`src/design/fwil_pkg.sv`:
```
// ----------------------------------------------------------------------------
// fwil_pkg
// Shared types, constants and status codes of the firmware image length parser.
// ----------------------------------------------------------------------------
package fwil_pkg;

   localparam logic [7:0]  MAGIC_BYTE     = 8'hE9;
   localparam logic [4:0]  HEADER_LAST    = 5'd23;
   localparam logic [4:0]  SEG_HEADER_LAST = 5'd7;
   localparam logic [31:0] HEADER_LEN     = 32'd24;
   localparam logic [31:0] SEG_HEADER_LEN = 32'd8;
   localparam logic [31:0] HASH_LEN       = 32'd32;
   localparam logic [31:0] CHECKSUM_PAD   = 32'd16;

   typedef logic [7:0]  byte_type;
   typedef logic [31:0] length_type;
   typedef logic [1:0]  status_type;

   localparam status_type STATUS_OK        = 2'd0;
   localparam status_type STATUS_BAD_MAGIC = 2'd1;
   localparam status_type STATUS_TRUNCATED = 2'd2;

   // request to the total length stage
   typedef struct packed {
      length_type base_length;
      logic       hash_present;
   } total_req_type;

endpackage

```
`src/design/fwil_channels_if.sv`:
```
// ----------------------------------------------------------------------------
// fwil channels
// Valid/ready channels carrying image words in and length results out.
// ----------------------------------------------------------------------------
interface fwil_req_if;
   logic                 valid;
   logic                 ready;
   fwil_pkg::byte_type   image_byte;
   logic                 final_byte;

   modport source (output valid, output image_byte, output final_byte, input ready);
   modport sink   (input valid, input image_byte, input final_byte, output ready);
endinterface

interface fwil_rsp_if;
   logic                 valid;
   logic                 ready;
   fwil_pkg::length_type image_length;
   fwil_pkg::status_type status;

   modport source (output valid, output image_length, output status, input ready);
   modport sink   (input valid, input image_length, input status, output ready);
endinterface

```
`src/design/fwil_total.sv`:
```
// ----------------------------------------------------------------------------
// fwil_total
// Final image length: pad past a checksum byte to a 16-byte boundary, add hash.
// ----------------------------------------------------------------------------
module fwil_total (
   input  fwil_pkg::total_req_type total_req,
   output fwil_pkg::length_type    total_length
);
   import fwil_pkg::*;

   length_type tail_length;

   // one checksum byte, then pad to 16: clear low nibble and add 16
   assign tail_length  = total_req.hash_present ? (CHECKSUM_PAD + HASH_LEN) : CHECKSUM_PAD;
   assign total_length = {total_req.base_length[31:4], 4'b0000} + tail_length;

endmodule

```
`src/design/firmware_image_length_parser_unit.sv`:
```
// ----------------------------------------------------------------------------
// firmware_image_length_parser_unit
// Streaming parser that reports the total length of a firmware image.
// ----------------------------------------------------------------------------
// Usage:
//   req_port takes one image word per handshake: image_byte and final_byte,
//   the latter high on the last available word of an image.
//   rsp_port returns at most one result per image: image_length and status
//   (ok, bad magic byte, truncated). image_length is zero unless status is ok.
//   A word is taken every cycle while req_port is ready; it is parsed in the
//   cycle it is accepted; its result is in the output register the next cycle.
//   The rate is set by the parse counters and the length adder, which
//   complete one word per cycle.
//   When the receiver stalls, the result waits in the output register and
//   req_port stays ready as long as that register is free or is being drained
//   in the same cycle.
//   Words after a result are dropped until final_byte, then the parser rearms.
//   Reset (synchronous) returns the parser to the start of an image header and
//   empties the output register.
// ----------------------------------------------------------------------------
module firmware_image_length_parser_unit (
   input logic     clock,
   input logic     reset,
   fwil_req_if.sink   req_port,
   fwil_rsp_if.source rsp_port
);
   import fwil_pkg::*;

   localparam logic [1:0] PH_HEADER = 2'd0;
   localparam logic [1:0] PH_SEGHDR = 2'd1;
   localparam logic [1:0] PH_SKIP   = 2'd2;
   localparam logic [1:0] PH_DONE   = 2'd3;

   logic [1:0]  phase_ff, phase_in;
   logic [4:0]  pos_ff, pos_in;
   length_type  run_len_ff, run_len_in;
   logic [7:0]  segs_left_ff, segs_left_in;
   logic        hash_ff, hash_in;
   length_type  seg_len_ff, seg_len_in;
   length_type  skip_ff, skip_in;

   logic        rsp_valid_ff, rsp_valid_in;
   length_type  rsp_len_ff, rsp_len_in;
   status_type  rsp_status_ff, rsp_status_in;

   logic          req_fire;
   logic          done;
   logic          emit;
   logic          rearm;
   status_type    done_status;
   length_type    seg_len_new;
   length_type    seg_run_len;
   logic [7:0]    segs_dec;
   total_req_type total_req;
   length_type    total_length;

   assign req_port.ready = !rsp_valid_ff || rsp_port.ready;
   assign req_fire       = req_port.valid && req_port.ready;

   assign rsp_port.valid        = rsp_valid_ff;
   assign rsp_port.image_length = rsp_len_ff;
   assign rsp_port.status       = rsp_status_ff;

   // little-endian data length from segment header bytes 4..7
   always_comb begin
      seg_len_new = seg_len_ff;
      case (pos_ff)
         5'd4: seg_len_new[7:0]   = req_port.image_byte;
         5'd5: seg_len_new[15:8]  = req_port.image_byte;
         5'd6: seg_len_new[23:16] = req_port.image_byte;
         5'd7: seg_len_new[31:24] = req_port.image_byte;
         default: seg_len_new = seg_len_ff;
      endcase
   end

   assign seg_run_len = run_len_ff + SEG_HEADER_LEN + seg_len_new;
   assign segs_dec    = segs_left_ff - 8'd1;

   always_comb begin
      if (phase_ff == PH_HEADER) begin
         total_req.base_length  = run_len_ff;
         total_req.hash_present = (req_port.image_byte != 8'd0);
      end else begin
         total_req.base_length  = seg_run_len;
         total_req.hash_present = hash_ff;
      end
   end

   fwil_total u_total (
      .total_req    (total_req),
      .total_length (total_length)
   );

   always_comb begin
      phase_in     = phase_ff;
      pos_in       = pos_ff;
      run_len_in   = run_len_ff;
      segs_left_in = segs_left_ff;
      hash_in      = hash_ff;
      seg_len_in   = seg_len_ff;
      skip_in      = skip_ff;
      done         = 1'b0;
      done_status  = STATUS_OK;
      rearm        = 1'b0;
      emit         = 1'b0;
      rsp_len_in    = rsp_len_ff;
      rsp_status_in = rsp_status_ff;

      if (req_fire) begin
         unique case (phase_ff)
            PH_HEADER: begin
               if (pos_ff == 5'd0 && req_port.image_byte != MAGIC_BYTE) begin
                  done        = 1'b1;
                  done_status = STATUS_BAD_MAGIC;
               end else begin
                  if (pos_ff == 5'd1) begin
                     segs_left_in = req_port.image_byte;
                  end
                  if (pos_ff == HEADER_LAST) begin
                     hash_in = (req_port.image_byte != 8'd0);
                     if (segs_left_ff == 8'd0) begin
                        done = 1'b1;
                     end else begin
                        phase_in   = PH_SEGHDR;
                        pos_in     = 5'd0;
                        seg_len_in = '0;
                     end
                  end else begin
                     pos_in = pos_ff + 5'd1;
                  end
               end
            end
            PH_SEGHDR: begin
               if (pos_ff == SEG_HEADER_LAST) begin
                  run_len_in   = seg_run_len;
                  segs_left_in = segs_dec;
                  pos_in       = 5'd0;
                  seg_len_in   = '0;
                  if (segs_dec == 8'd0) begin
                     done = 1'b1;
                  end else if (seg_len_new == '0) begin
                     phase_in = PH_SEGHDR;
                  end else begin
                     skip_in  = seg_len_new;
                     phase_in = PH_SKIP;
                  end
               end else begin
                  seg_len_in = seg_len_new;
                  pos_in     = pos_ff + 5'd1;
               end
            end
            PH_SKIP: begin
               skip_in = skip_ff - 32'd1;
               if (skip_ff == 32'd1) begin
                  phase_in   = PH_SEGHDR;
                  pos_in     = 5'd0;
                  seg_len_in = '0;
               end
            end
            default: begin
               rearm = req_port.final_byte;
            end
         endcase

         if (done) begin
            emit          = 1'b1;
            rsp_status_in = done_status;
            rsp_len_in    = (done_status == STATUS_OK) ? total_length : '0;
            if (req_port.final_byte) begin
               rearm = 1'b1;
            end else begin
               phase_in = PH_DONE;
            end
         end else if (req_port.final_byte && phase_ff != PH_DONE) begin
            // image ended before its length was known
            emit          = 1'b1;
            rsp_status_in = STATUS_TRUNCATED;
            rsp_len_in    = '0;
            rearm         = 1'b1;
         end

         if (rearm) begin
            phase_in     = PH_HEADER;
            pos_in       = 5'd0;
            run_len_in   = HEADER_LEN;
            segs_left_in = 8'd0;
            hash_in      = 1'b0;
            seg_len_in   = '0;
            skip_in      = '0;
         end
      end

      if (emit) begin
         rsp_valid_in = 1'b1;
      end else if (rsp_port.ready) begin
         rsp_valid_in = 1'b0;
      end else begin
         rsp_valid_in = rsp_valid_ff;
      end
   end

   always_ff @(posedge clock) begin
      if (reset) begin
         phase_ff     <= PH_HEADER;
         pos_ff       <= 5'd0;
         run_len_ff   <= HEADER_LEN;
         segs_left_ff <= 8'd0;
         hash_ff      <= 1'b0;
         seg_len_ff   <= '0;
         skip_ff      <= '0;
         rsp_valid_ff <= 1'b0;
      end else begin
         phase_ff     <= phase_in;
         pos_ff       <= pos_in;
         run_len_ff   <= run_len_in;
         segs_left_ff <= segs_left_in;
         hash_ff      <= hash_in;
         seg_len_ff   <= seg_len_in;
         skip_ff      <= skip_in;
         rsp_valid_ff <= rsp_valid_in;
      end
   end

   always_ff @(posedge clock) begin
      rsp_len_ff    <= rsp_len_in;
      rsp_status_ff <= rsp_status_in;
   end

endmodule

```
`src/flat_wrapper.sv`:
```
// flat-port wrapper written by rule: the top's interface ports become plain ports
module firmware_image_length_parser_unit_flat import fwil_pkg::*;
  (clock, reset, req_port_valid, req_port_image_byte, req_port_final_byte, req_port_ready, rsp_port_valid, rsp_port_image_length, rsp_port_status, rsp_port_ready);
  fwil_req_if req_port_i ();
  fwil_rsp_if rsp_port_i ();
  input logic clock;
  input logic reset;
  input wire logic [$bits(req_port_i.valid)-1:0] req_port_valid;
  input wire logic [$bits(req_port_i.image_byte)-1:0] req_port_image_byte;
  input wire logic [$bits(req_port_i.final_byte)-1:0] req_port_final_byte;
  output wire logic [$bits(req_port_i.ready)-1:0] req_port_ready;
  output wire logic [$bits(rsp_port_i.valid)-1:0] rsp_port_valid;
  output wire logic [$bits(rsp_port_i.image_length)-1:0] rsp_port_image_length;
  output wire logic [$bits(rsp_port_i.status)-1:0] rsp_port_status;
  input wire logic [$bits(rsp_port_i.ready)-1:0] rsp_port_ready;
  assign req_port_i.valid = req_port_valid;
  assign req_port_i.image_byte = req_port_image_byte;
  assign req_port_i.final_byte = req_port_final_byte;
  assign req_port_ready = req_port_i.ready;
  assign rsp_port_valid = rsp_port_i.valid;
  assign rsp_port_image_length = rsp_port_i.image_length;
  assign rsp_port_status = rsp_port_i.status;
  assign rsp_port_i.ready = rsp_port_ready;
  firmware_image_length_parser_unit u_core (.clock(clock), .reset(reset), .req_port(req_port_i), .rsp_port(rsp_port_i));
endmodule
```
`config.mk`:
```
export PLATFORM = sky130hd
export DESIGN_NAME = firmware_image_length_parser_unit_flat
export DESIGN_NICKNAME = d
export VERILOG_FILES = /design/src/design/fwil_pkg.sv /design/src/design/fwil_channels_if.sv /design/src/design/fwil_total.sv /design/src/design/firmware_image_length_parser_unit.sv /design/src/flat_wrapper.sv
export SDC_FILE = /design/constraint.sdc
export NUM_CORES = 1
export LEC_CHECK = 0
export ABC_AREA = 1
export BUFFER_PORTS_ARGS = -buffer_cell sky130_fd_sc_hd__buf_2
export CELL_PAD_IN_SITES_DETAIL_PLACEMENT = 2
export CELL_PAD_IN_SITES_GLOBAL_PLACEMENT = 2
export CORE_MARGIN = 2
export CORE_UTILIZATION = 35
export CTS_BUF_LIST = sky130_fd_sc_hd__clkbuf_8 sky130_fd_sc_hd__clkbuf_16
export CTS_CLUSTER_DIAMETER = 120
export DETAILED_ROUTE_END_ITERATION = 12
export HOLD_SLACK_MARGIN = 0.15
export PLACE_DENSITY_LB_ADDON = 0.1
export SLEW_MARGIN = 40
export SYNTH_ARGS = -nofsm -noshare
export SYNTH_HDL_FRONTEND = slang
export SYNTH_SLANG_ARGS = --single-unit
```
`constraint.sdc`:
```
create_clock -name clock -period 5.92 [get_ports clock]
set_input_delay 1.184 -clock clock [delete_from_list [all_inputs] [get_ports clock]]
set_output_delay 1.184 -clock clock [all_outputs]
set_load 0.1 [all_outputs]
```
-- After elaboration in Yosys (flattened, before gate mapping)
Cells that the tools add are included.
- shift operators: 0
- multiply operators: 0
- equal/unequal tests: 21
- magnitude comparators: 0
- multiplexer cells: 73
- $add $sub $neg: 6
- reductions and logical operators: 29
- bitwise operators: 0
- div/mod/pow operators: 0
- operators with widths (kind ; count):
    $mux 32 ; 16
    $pmux 32 s3 ; 1
    $add 32x32->32 ; 2
    $mux 8 ; 8
    $pmux 32 s2 ; 1
    $mux 33 ; 1
    $add 32x4->32 const B ; 1
    $eq 32x1->1 const B ; 1
    $logic_not 32->1 ; 1
    $sub 32x1->32 const B ; 1
    $mux 5 ; 6
    $mux 2 ; 14
    $mux 1 ; 21
    $eq 5x3->1 const B ; 4
    $ne 3x3->1 const B ; 6
    $logic_not 8->1 ; 2
    $pmux 8 s2 ; 1
    $pmux 5 s3 ; 1
    $reduce_and 5->1 ; 3
    $reduce_bool 2->1 ; 6
    $ne 8x8->1 const B ; 1
    $reduce_bool 8->1 ; 1
    $sub 8x1->8 const B ; 1
    $mux 6 ; 1
    other kinds (22) ; 28
- memory bits (read-only): 0
- bits of input ports: 13
- bits in registers: 147
- latch bits: 0
- memory bits (writable): 0
- word-level logic and storage cells: 139
- memories kept: 0

-- Depth between registers and ports, before layout
- word-level depth: 10
- mapped depth: 32

-- Hierarchy
A second synthesis with hierarchy kept.
- cell total of the unflattened synthesis: 1898
- area, all modules: 11816.3 µm²
- by module, submodules not included (module ; instances ; area each (µm²) ; cells an instance):
    firmware_image_length_parser_unit ; 1 ; 10918.0 ; 1723
    fwil_total ; 1 ; 898.4 ; 175

-- Worst setup path after synthesis
OpenSTA, ideal clock, no wires.
- path type: input-to-reg
- start point: in req_port_image_byte[1]
- end point: reg u_core.rsp_len_ff[26], in the netlist u_core.rsp_port.image_length[26] (data pin)
- data arrival time: 4.287 ns
- path slack: 1.382 ns
- setup time: 0.252 ns
- stages on the path: 25
- cells stage by stage: inv_1 o21ai_1 ha_1 ha_1 inv_1 fa_1 inv_1 nand2_1 nand2_1 and2_1 xor2_1 nand2_1 nand2_1 fa_1 nand3_1 nor2_1 nand2_1 nor2_1 nand3_1 nor2_1 nand2_1 nor2_1 nand2_1 nor2_1 nor2_1
- longest elaborated chain between the ends: 8
- RTL lines (element ; line ; RTL):
    start: declaration ; flat_wrapper.sv:9 ; input wire logic [$bits(req_port_i.image_byte)-1:0] req_port_image_byte;
    parallel branches: the longest is 7 deep, another holds $add 32x32->32 ; - ;
    $mux 32 * ; firmware_image_length_parser_unit.sv:165 ; if (done) begin
    end signal: assignment ; firmware_image_length_parser_unit.sv:225 ; rsp_len_ff <= rsp_len_in;
    end: declaration ; firmware_image_length_parser_unit.sv:43 ; length_type rsp_len_ff, rsp_len_in;
Every way passes the cells marked *. The select of a mux whose other input is x is not followed.
A chain may end at the register's enable or synchronous reset.

-- Worst setup path after layout
- start point: reg u_core.pos_ff[1]
- end point: reg u_core.rsp_len_ff[26], in the netlist u_core.rsp_port.image_length[26] (data pin)
- longest elaborated chain between the ends: 8
- RTL lines (element ; line ; RTL):
    start: declaration ; firmware_image_length_parser_unit.sv:35 ; logic [4:0] pos_ff, pos_in;
    start signal: assignment ; firmware_image_length_parser_unit.sv:214 ; pos_ff <= pos_in;
    parallel branches: the longest is 7 deep, another holds $add 32x32->32 ; - ;
    $mux 32 * ; firmware_image_length_parser_unit.sv:165 ;
Marked as above.

==> results <==
- The flow ran to the end, and the final reports show no timing, DRC or antenna violations.
- Yosys mapped a number of flops with a built-in enable equal to 30.
- For this run, asynchronously set or reset flops after synthesis account for 0%.
- The kind of end point of the critical path is a flop.
- Summed over all failing endpoints, the final setup total negative slack is 0 ps.
- The worst setup slack after layout is 583 ps.
- For this run, design rule violations remaining after detail routing come to 0.
- In this run the core area contains 65 standard-cell rows.
- The post-synthesis area per instance is 6.26 µm².
- The height of the die is 184 µm.
- From left edge to right edge, the die measures 184 µm.
- The tool flagged a number of max-cap violations equal to 0.
- The most used cell along the critical path is sky130_fd_sc_hd__nand2_1.
- Dividing the detail-routed via count by the number of cells gives 5.49.
- Across all layers, the routed design uses 12,400 vias.
- The worst-case clock skew is 15.8 ps.
- For this run, the top clock speed supported by timing is 0.187 GHz.
- The number of warnings reported in the yosys synthesis log is 0.
- The H-tree depth is 4.
- The clock reaches the later pin of the worst-skew pair after 470 ps.
- Setup repair after global routing left no endpoint under its margin.
- The kind of start point of the critical path is a flop.
- The congestion estimate from routability-driven global placement came to 0.878.
- The final antenna-violating net count is 0.
- The number of DRC markers in iteration 0 is 664.
- The detail-routed net length per standard cell is 21.3 µm.
- The die covers 33,800 µm².
- The maximum number of pins on one net before global-route repair is 79.
- The cell type of the slowest stage on the worst timing path is sky130_fd_sc_hd__fa_1.
- Synthesis inferred 143 register bits.
- Once the clock tree was built, the resizer swapped 0 gates to a different size.
- The initial standard-cell utilization of the core is 35.7%.
- The pin slew with the least headroom to its limit is 789 ps.
- The number of clock buffers added by TritonCTS is 17.
- Synthesis handed over a netlist of 1,811 instances.
- The startpoint of the most critical hold path is u_core.seg_len_ff[25]$_SDFFE_PP0P_.
- The initial antenna violation count came to 0.
- The cell area that synthesis handed to floorplanning was 11,300 µm².
- The proportion of synthesized chip area in sequential cells is 27.9%.
- Together, buffers and inverters on the worst path number 4.
- The area of the placeable core is 31,700 µm².
- Power spread over the standard cell area amounts to 234 nW/µm².
- The final worst-path cycle share is 90.1%.
- No sink is reached through more buffers than the 2 on the longest clock path.
- The reg-to-reg startpoint is u_core.pos_ff[1]$_SDFFE_PP0P_.
- The first global-routing pass estimated 75,900 µm of wire.
- Data on the critical path is required at its endpoint by 6130 ps.
- Clock-pin slew was measured on the worst setup and hold paths at 80 ps.
- The number of slew-limit violations in the final report is 0.
- The final-layout fill cell count is 3,943.
- The area growth from synthesis to final layout is 11.1%.
- The via count of the first global-routing pass is 13,400.
- The clock tree from TritonCTS is yes.
- The repair_antennas step left the layout with diodes totalling 0.
- The path class of the tightest hold or removal check is reg -> reg.
- OpenSTA, run right after detailed placement, puts the worst setup slack at 85.6 ps.
- The largest single stage delay on the critical path is 390 ps.
- The number of setup buffers added after CTS is 0.
- The launch point of the critical path is u_core.pos_ff[1]$_SDFFE_PP0P_.
- In this run the static leakage power is 0.00590 µW.
- The number of setup violations in the final report is 0.
- The number of port buffers is 44.
- The total overflow left after global routing is 0.
- The family with the most delay on the worst path is simple AND/OR/NAND/NOR gates.
- The number of hold buffers added after CTS is 0.
- Detailed placement finished with a half-perimeter wire length of 36,300 µm.
- Among all flip-flop cells after synthesis, the most frequent one is sky130_fd_sc_hd__dfxtp_1.
- Counting every sink on the clock net gives 143.
- IR analysis of the VDD net gives a maximum drop of 215 µV.
- The final hold violation count was 0.
- The boundary pin count is 49.
- Counting distinct cell types in the post-synthesis netlist gives 54.
- The combined global-route utilization of all metal layers is 29.3%.
- The tightest slew margin relative to the limit is 47.1%.
- By count the netlist is led by sky130_fd_sc_hd__nand2_1, sky130_fd_sc_hd__inv_1, sky130_fd_sc_hd__nor2_1, sky130_fd_sc_hd__nand3_1, sky130_fd_sc_hd__a21oi_1.
- The number of nets at the end of the flow is 1,935.
- In the post-synthesis netlist, the biggest area contributors are sky130_fd_sc_hd__dfxtp_1, sky130_fd_sc_hd__nand2_1, sky130_fd_sc_hd__ha_1.
- The shortest period the worst path allows is 5340 ps.
- The post-detailed-routing wire length is 48,200 µm.
- The share of post-route cells with drive strength above 1 is 9.36%.
- STA puts the critical path data arrival time at 5550 ps.
- The clock root buffer is sky130_fd_sc_hd__clkbuf_16.
- Summed over all instances, the cell type with the most area after synthesis is sky130_fd_sc_hd__dfxtp_1.
- The most used standard cell by instance count after synthesis is sky130_fd_sc_hd__nand2_1.
- The largest fanout on the critical path is 16.
- Of the post-synthesis cell area, the dominant cell type holds 20.0%.
- The detailed-router iteration count before antenna repair is 5.
- The critical path start-end classification is reg -> reg.
[sequential cells by signal (all words and copies together) (netlist names)]
name                          cells
u_core.hash_ff                    1
u_core.run_len_ff                32
u_core.pos_ff                     5
u_core.segs_left_ff               8
u_core.rsp_port.valid             1
u_core.skip_ff                   32
u_core.seg_len_ff                32
u_core.rsp_port.image_length     28
u_core.rsp_port.status            2
u_core.phase_ff                   2
[worst reg2reg max path, delay by kind of cell, from the launching register on]
kind / cells / cell delay, ps
xor+xnor: 1 / 280
buf+inv: 4 / 350
flops: 1 / 360
simple gates: 19 / 2610
fa+ha+maj: 5 / 1390
compound gates: 1 / 130
[stage by stage]
step	instances	hold WS, ps	cell area [µm²]	util [%]	power, µW
global route	2260	488	12600	39.7	3070
detailed placement	2228	454	12000	37.8	1820
global placement	2227	443	12000	37.7	1790
floorplan	1814	436	11300	-	1630
CTS	2260	466	12600	39.7	2960
finish	2260	461	12600	39.7	2940
[routing by layer]
layer,vias to the layer above,wire length (µm),GRT usage (%)
met2,165,23000,49.9
met1,6226,22700,38.1
met3,51,1550,4.42
met4,0,1010,8.51
li1,5963,-,-
met5,-,0,0
[final timing paths]
check	end	slack, ps	depth (start not counted)
min	u_core.seg_len_ff[25]$_SDFFE_PP0P_	460	2
max reg2reg	u_core.rsp_port.image_length[26]$_SDFFCE_PN0P_	580	30
min reg2reg	u_core.seg_len_ff[25]$_SDFFE_PP0P_	460	2
max	u_core.rsp_port.image_length[26]$_SDFFCE_PN0P_	580	30
[cell usage in the layout, fill, tap and decap left out, types with 5 or more instances in the layout]
cell type | Yosys | layout
sky130_fd_sc_hd__nand2_1 | 530 | 529
sky130_fd_sc_hd__inv_1 | 209 | 208
sky130_fd_sc_hd__nor2_1 | 206 | 203
sky130_fd_sc_hd__nand3_1 | 160 | 160
sky130_fd_sc_hd__a21oi_1 | 141 | 141
sky130_fd_sc_hd__dfxtp_1 | 113 | 113
sky130_fd_sc_hd__ha_1 | 75 | 75
sky130_fd_sc_hd__o21ai_0 | 51 | 51
sky130_fd_sc_hd__buf_2 | 6 | 44
sky130_fd_sc_hd__o21ai_1 | 33 | 33
sky130_fd_sc_hd__edfxtp_1 | 30 | 30
sky130_fd_sc_hd__nand4_1 | 26 | 26
sky130_fd_sc_hd__buf_4 | 4 | 25
sky130_fd_sc_hd__xor2_1 | 19 | 19
sky130_fd_sc_hd__nor3_1 | 20 | 19
sky130_fd_sc_hd__clkbuf_16 | 0 | 17
sky130_fd_sc_hd__or2_2 | 16 | 16
sky130_fd_sc_hd__nand2_2 | 11 | 12
sky130_fd_sc_hd__inv_2 | 11 | 12
sky130_fd_sc_hd__a211oi_1 | 11 | 11
sky130_fd_sc_hd__a21oi_2 | 9 | 9
sky130_fd_sc_hd__a31oi_1 | 8 | 8
sky130_fd_sc_hd__nor2_2 | 4 | 7
sky130_fd_sc_hd__o211ai_1 | 7 | 7
sky130_fd_sc_hd__o21a_1 | 7 | 7
sky130_fd_sc_hd__nor4_1 | 7 | 7
sky130_fd_sc_hd__o21bai_1 | 6 | 6
sky130_fd_sc_hd__inv_8 | 0 | 5
sky130_fd_sc_hd__inv_6 | 0 | 5
[power by group]
| part | switching, µW | total [µW] | leakage (µW) | internal (µW) |
|---|---|---|---|---|
| Combinational | 559 | 724 | 0.00440 | 165 |
| Sequential | 35.4 | 1080 | 0.00121 | 1040 |
| Clock | 569 | 1140 | 0.000287 | 568 |
| Total | 1160 | 2940 | 0.00590 | 1780 |
[cell families (layout without fill, tap and decap cells)]
family	count (synthesis)	count (layout)	share of synthesized area [%]
compound gates	292	292	14.5
xor+xnor	22	22	1.70
fa+ha+maj	77	77	8.63
buf+inv	280	324	10.0
flops	143	143	27.9
other cells	1	4	0.0331
simple gates	996	996	37.2
[final cells by class]
type / count / area (µm²) / area share, %
Clock buffer: 17 / 425 / 3.38
Clock inverter: 15 / 165 / 1.31
Inverter: 221 / 830 / 6.59
Multi-Input combinational cell: 1391 / 7070 / 56.2
Sequential cell: 143 / 3160 / 25.1
Tap cell: 402 / 503 / 3.99
Timing Repair Buffer: 71 / 434 / 3.45
No activity file was read; power rests on OpenSTA's default activity.
